## config.mk

```make
export PLATFORM = sky130hd
export DESIGN_NAME = pdd_front
export DESIGN_NICKNAME = d
export VERILOG_FILES = /design/src/hw/rtl/polyline_distance_decimator_assert.svh /design/src/hw/rtl/pdd_pkg.sv /design/src/hw/rtl/pdd_front.sv
export SDC_FILE = /design/constraint.sdc
export NUM_CORES = 1
export LEC_CHECK = 0
export ABC_AREA = 1
export BUFFER_PORTS_ARGS = -buffer_cell sky130_fd_sc_hd__buf_2
export CAP_MARGIN = 10
export CORE_MARGIN = 3
export CORE_UTILIZATION = 47
export DETAILED_ROUTE_END_ITERATION = 16
export PLACE_DENSITY = 0.67
export RECOVER_POWER = 100
export SLEW_MARGIN = 20
export SYNTH_ARGS = -nofsm -noshare
export SYNTH_HDL_FRONTEND = slang
export SYNTH_SLANG_ARGS = --single-unit
```

## constraint.sdc

```tcl
create_clock -name clk -period 22.2 [get_ports clk]
set_clock_uncertainty 0.05 [all_clocks]
set_input_delay 6.66 -clock clk [delete_from_list [all_inputs] [get_ports clk]]
set_output_delay 6.66 -clock clk [all_outputs]
set_load 0.1 [all_outputs]
```

## src/hw/rtl/polyline_distance_decimator_assert.svh

```systemverilog
// Assertion macros for the polyline decimator
`ifndef POLYLINE_DISTANCE_DECIMATOR_ASSERT_SVH
`define POLYLINE_DISTANCE_DECIMATOR_ASSERT_SVH

// Antecedent implies consequent on the next cycle
`define PDD_ASSERT_NEXT(label, clk, rst, ante, cons, msg) \
  label: assert property (@(posedge clk) disable iff (rst) (ante) |=> (cons)) else $error(msg);

// Condition always holds outside reset
`define PDD_ASSERT_ALWAYS(label, clk, rst, cond, msg) \
  label: assert property (@(posedge clk) disable iff (rst) (cond)) else $error(msg);

`endif

```

## src/hw/rtl/pdd_pkg.sv

```systemverilog
`default_nettype none
package pdd_pkg;
  localparam int LatW = 28;
  localparam int LonW = 29;
  localparam int CntW = 20;
  localparam int DistW = 32;
  localparam int MinW = 24;
  localparam int CordicSteps = 16;
  localparam int TableLen = 24;
  localparam int StepN = (CordicSteps < TableLen) ? CordicSteps : TableLen;
  localparam int StepW = $clog2(StepN + 1);
  // CORDIC datapath width: values stay well under 2^33
  localparam int CW = 36;
  localparam logic signed [CW-1:0] GainQ30 = 36'sd652032874;
  localparam logic signed [CW-1:0] OneQ30 = 36'sd1073741824;
  localparam logic [LatW-1:0] Deg90 = 28'd94371840;
  localparam logic [31:0] KmPerUnitQ32 = 32'd116723985;
  localparam logic [CntW-1:0] CountMax = '1;

  typedef struct packed {
    logic signed [LatW-1:0] lat;
    logic signed [LonW-1:0] lon;
    logic first;
    logic last;
  } point_t;

  // Queue entry: the point plus the previous point it is measured from
  typedef struct packed {
    point_t pt;
    logic signed [LatW-1:0] plat;
    logic signed [LonW-1:0] plon;
  } job_t;

  function automatic logic signed [CW-1:0] atan_deg20(input logic [4:0] i);
    case (i)
      5'd0: atan_deg20 = 36'sd47185920;
      5'd1: atan_deg20 = 36'sd27855475;
      5'd2: atan_deg20 = 36'sd14718068;
      5'd3: atan_deg20 = 36'sd7471121;
      5'd4: atan_deg20 = 36'sd3750058;
      5'd5: atan_deg20 = 36'sd1876857;
      5'd6: atan_deg20 = 36'sd938658;
      5'd7: atan_deg20 = 36'sd469357;
      5'd8: atan_deg20 = 36'sd234682;
      5'd9: atan_deg20 = 36'sd117342;
      5'd10: atan_deg20 = 36'sd58671;
      5'd11: atan_deg20 = 36'sd29335;
      5'd12: atan_deg20 = 36'sd14668;
      5'd13: atan_deg20 = 36'sd7334;
      5'd14: atan_deg20 = 36'sd3667;
      5'd15: atan_deg20 = 36'sd1833;
      5'd16: atan_deg20 = 36'sd917;
      5'd17: atan_deg20 = 36'sd458;
      5'd18: atan_deg20 = 36'sd229;
      5'd19: atan_deg20 = 36'sd115;
      5'd20: atan_deg20 = 36'sd57;
      5'd21: atan_deg20 = 36'sd29;
      5'd22: atan_deg20 = 36'sd14;
      5'd23: atan_deg20 = 36'sd7;
      default: atan_deg20 = '0;
    endcase
  endfunction
endpackage
`default_nettype wire

```

## src/hw/rtl/pdd_front.sv

```systemverilog
`default_nettype none
module pdd_front (
  input  wire logic clk,
  input  wire logic rst,
  input  wire logic in_valid,
  output logic in_ready,
  input  wire pdd_pkg::point_t in_pt,
  output logic q_valid,
  input  wire logic q_ready,
  output pdd_pkg::job_t q_job
);
  import pdd_pkg::*;

  // two-entry queue; front tracks the previous point
  job_t mem [2];
  logic wp, rp;
  logic [1:0] cnt;
  logic signed [LatW-1:0] plat;
  logic signed [LonW-1:0] plon;
  logic push, pop;

  assign in_ready = !rst && (cnt != 2'd2);
  assign push = in_valid && in_ready;
  assign q_valid = (cnt != 2'd0);
  assign pop = q_valid && q_ready;
  assign q_job = mem[rp];

  always_ff @(posedge clk) begin
    if (rst) begin
      wp <= 1'b0;
      rp <= 1'b0;
      cnt <= 2'd0;
      plat <= '0;
      plon <= '0;
    end else begin
      if (push) begin
        mem[wp] <= '{pt: in_pt, plat: plat, plon: plon};
        wp <= ~wp;
        plat <= in_pt.lat;
        plon <= in_pt.lon;
      end
      if (pop) rp <= ~rp;
      cnt <= cnt + {1'b0, push} - {1'b0, pop};
    end
  end
endmodule
`default_nettype wire

```

# --- Word level (Yosys, flattened, before mapping) ---
# Memory sizes are Yosys's and may differ from the RTL's. A register that Yosys moved wholly into a read port is not among the register bits.
# Cells that the tools add are included.
op_classes:
  add_sub_neg: 2
  n_eq_ne: 1
  muxes: 5
  bitwise: 2
  n_reduce_logical: 5
ops:
  columns: ["operator", "count"]
  rows:
  - ["$mux 1", 5]
  - ["$logic_and 1x1->1", 3]
  - ["$add 2x1->2", 1]
  - ["$ne 2x2->1 const B", 1]
  - ["$not 1->1", 2]
  - ["$reduce_bool 2->1", 1]
  - ["$sub 2x1->2", 1]
  - ["$logic_not 1->1", 1]
word_totals:
  reg_bits: 61
  ram_bits: 232
  memories: 1
mem_list:
  columns: ["memory", "depth", "width", "rd", "rd_ports_with_merged_regs", "write_ports", "line", "source"]
  rows:
  - ["mem", 2, 116, 1, 1, 1, "pdd_front.sv:15", "job_t mem [2];"]

# --- Depth between registers and ports, before layout ---
depth:
  ltp_word: 6
  mapped_depth: 11

# --- Worst setup path before layout ---
# Ideal clock, no wire load.
synth_timing:
  path_type: "input-to-output"
  from: "input rst"
  to: "output in_ready"
  arrival_ps: 7296
  slack_ps: 8194
  cell_stages: 2
  cell_sequence: "a21oi_2 buf_2"
synth_between:
  elab_chain_cells: 2
synth_rtl:
  columns: ["element", "line", "source"]
  rows:
  - ["start, declared", "pdd_front.sv:4", "input wire logic rst,"]
  - ["$logic_not 1->1", "pdd_front.sv:22", "assign in_ready = !rst && (cnt != 2'd2);"]
  - ["$logic_and 1x1->1", "pdd_front.sv:22", null]
  - ["end, declared", "pdd_front.sv:6", "output logic in_ready,"]
# No other way between the ends.

# --- Worst setup path in the final report ---
layout_timing:
  from: "input rst"
  to: "memory mem[0][23] (netlist name) (enable)"
layout_between:
  elab_chain_cells: 6
layout_rtl:
  columns: ["element", "line", "source"]
  rows:
  - ["$logic_not 1->1", "pdd_front.sv:22", null]
  - ["$logic_and 1x1->1", "pdd_front.sv:22", null]
  - ["$logic_and 1x1->1", "pdd_front.sv:23", "assign push = in_valid && in_ready;"]
  - ["$mux 1", "pdd_front.sv:36", "if (push) begin"]
  - ["$mux 1 (*)", "pdd_front.sv:29", "if (rst) begin"]
  - ["$mux 1 (not written as such) (*)", "pdd_front.sv:37", "mem[wp] <= '{pt: in_pt, plat: plat, plon: plon};"]
  - ["end, declared", "pdd_front.sv:15", null]
# Every way passes the cells marked *; elsewhere a longest branch is shown, timed or not.

==> impl_metrics.yaml <==
status:
  status: "complete, but fails checks"
  violations: "max-capacitance violations, max-slew violations"
sta:
  period_minus_slack_ns: 16.47
  fin_setup_tns_ns: 0
  worst_pin_slew_ns: 3.33
  finalMaxSlewViolations: 542
  finalCritPeriodShare_pct: 74.2
  fmax_mhz: 60.7
  finalHoldViolCount: 0
  setup_viol: 0
  rsz0062_at_grt: "false"
  slew_headroom_pct: -122
place:
  numPortBuffers: 180
  detailed_place_hpwl_um: 12300
  place_congestion: 0.789
  placed_cells: 1081
layout:
  final_common_cell: "edfxtp_1"
  nets: 897
  multi_input_area_um2: 2340
  fill_cells: 1818
  register_area_um2: 8210
  final_layout_size_suffix_gt1_share_pct: 20.0
  layout.cells.non_filler: 1134
  n_antenna_cell: 0
  syn2layout_area_growth_pct: 16.2
  final_cell_mix: "edfxtp_1, clkbuf_1, nand3_1, nand2_1, dfxtp_1"
clocking:
  clockBufferDepth: 3
  cts_root_buf: "clkbuf_16"
  cts_setup_buffers: 0
  ctsResizeCount: 0
  htreeDepth: 1
  cts_tree: "done"
  worstSkewPairLatency_ns: 0.53
  cts_buffers: 29
  cts.sinks: 294
  hold_buffers: 0
  clk_pin_slew_ns: 0.06
drt:
  drtIter0Drc: 326
  num_vias: 5873
  drc_errors: 0
  viasPerCell: 5.18
  wirelength_um: 20600
  antenna_left: 0
  wl_per_cell_um: 18.1
  dr.pass1.iters: 4
setup_path:
  path_common_cell: "clkbuf_1"
  crit_path_max_fanout: 62
  reg2reg_from: "cnt[0]"
  critPathRequiredTime_ns: 22.22
  path_cells: "clkbuf_1, clkinv_1, clkbuf_1, nand3_2, clkbuf_1, nor2_1, clkbuf_1, clkbuf_1"
  path_class: "input port to register"
  cp-startpoint: "rst"
  crit_path_end_kind: "register"
  worst-path-buf-inv: 6
  critPathSlowestCell: "clkbuf_1"
  cp-start-kind: "input port"
  critical_path.top_delay_family: "buffers and inverters"
  arrival_ns: 16.49
  crit_path_max_incr_delay_ns: 2.39
die:
  rows: 54
  start_util_pct: 48.8
  dieArea_um2: 24900
  die_h_um: 158
  io_pins: 181
  die_w_um: 158
  coreArea_um2: 22200
grt:
  grt_pass1_vias: 6055
  grtUsageTotal_pct: 16.1
  grt_max_degree: 66
  grt-ovfl-total: 0
  grt_antenna_before_repair: 0
  grt_pass1_wl_um: 31800
synth:
  synth_cell_types: 21
  post_synth.cell_area_avg_um2: 16.7
  yosys_warnings: 0
  syn-cell-area_um2: 10800
  synth_edf_count: 232
  synth_nets: 716
  async_flop_share_pct: 0
  synthFlopType: "edfxtp_1"
  synth-seq-area-share_pct: 75.7
  syn_inst: 651
  ys_ff_latch: 294
worst_hold_path:
  min_from: "plon[28]"
  hold_class: "register to register"
power:
  p_leak_nw: 4.54
  powerDensity_nw_per_um2: 141
  irDropWorstVdd_mv: 0.103
flow_run:
  cap_violations: 10
-- registers in the layout, summed over array words and instances, names as in the netlist, named ones only --
signal and flops:
mem 232, plon 29, cnt 2, wp 1, plat 28, rp 1
-- worst register-to-register path, cell delays in order (launching register included) --
cell and delay, ns:
dfxtp_1 0.35, inv_1 0.10, nand2_1 0.13, nand3_2 0.07
clkbuf_1 1.18, nor2_1 2.18, clkbuf_1 1.57, clkbuf_1 2.39
-- synth_stat cells, types with 2 or more instances --
| library cell | instances | share of area [%] |
|---|---|---|
| mux2_2 | 76 | 7.9 |
| nand3_1 | 116 | 5.4 |
| nor2_1 | 7 | 0.24 |
| ha_1 | 2 | 0.23 |
| nand2_1 | 64 | 2.2 |
| buf_2 | 22 | 1.0 |
| inv_1 | 7 | 0.24 |
| edfxtp_1 | 232 | 64 |
| dfxtp_1 | 62 | 11 |
| buf_6 | 8 | 0.83 |
| buf_1 | 2 | 0.069 |
| clkbuf_1 | 5 | 0.17 |
| mux2_4 | 40 | 5.5 |
-- final cells by class --
| class | instances | area share, % |
|---|---|---|
| flip-flops and latches | 294 | 65.1 |
| multi-input cells | 311 | 18.6 |
| clock buffers | 39 | 6.38 |
| repair buffers | 188 | 5.95 |
| well taps | 280 | 2.78 |
| clock inverters | 14 | 0.943 |
| inverters | 8 | 0.248 |
-- power breakdown --
part	leakage (nW)	switching, mW	internal (mW)
sequential	2.66	0.0353	0.659
clock	0.458	0.193	0.275
combinational	1.42	0.506	0.113
total	4.54	0.734	1.05
-- metal layers --
layer	wire length [um]	track usage (%)	vias up
met3	1380	4.10	35
met4	501	4.26	0
met5	0	0	-
met2	9980	27.7	152
li1	-	-	2796
met1	8720	20.3	2890
-- logic make-up after synthesis --
| logic type | synth area share (%) |
|---|---|
| adders and majority gates | 0.231 |
| and+or+nand+nor | 8.02 |
| muxes | 13.4 |
| buffers and inverters | 2.43 |
| AOI/OAI and AO/OA | 0.196 |
| DFF | 75.7 |
-- stage by stage --
step / cell area, um2 / total power, mW / hold slack, ns / util [%] / worst slack, ns
finish: 12600 / 1.78 / 0.404 / 56.7 / 5.73
global route: 12600 / 1.85 / 0.409 / 56.7 / 4.63
CTS: 12900 / 1.81 / 0.397 / 57.9 / 7.48
detailed placement: 11900 / 1.34 / 0.386 / 53.7 / 7.48
global placement: 11900 / 1.33 / 0.381 / 53.7 / 7.49
floorplan: 10800 / 1.25 / 0.376 / - / 8.19
-- path summary, 6_finish.rpt --
path	to	slack (ns)	cells after the start
worst min register to register	mem[0][28]	0.40	0
worst max register to register	mem[0][23]	13.71	7
worst min-delay path	mem[0][28]	0.40	0
worst max-delay path	mem[0][23]	5.73	8
Power figures use the tool's default switching activity.
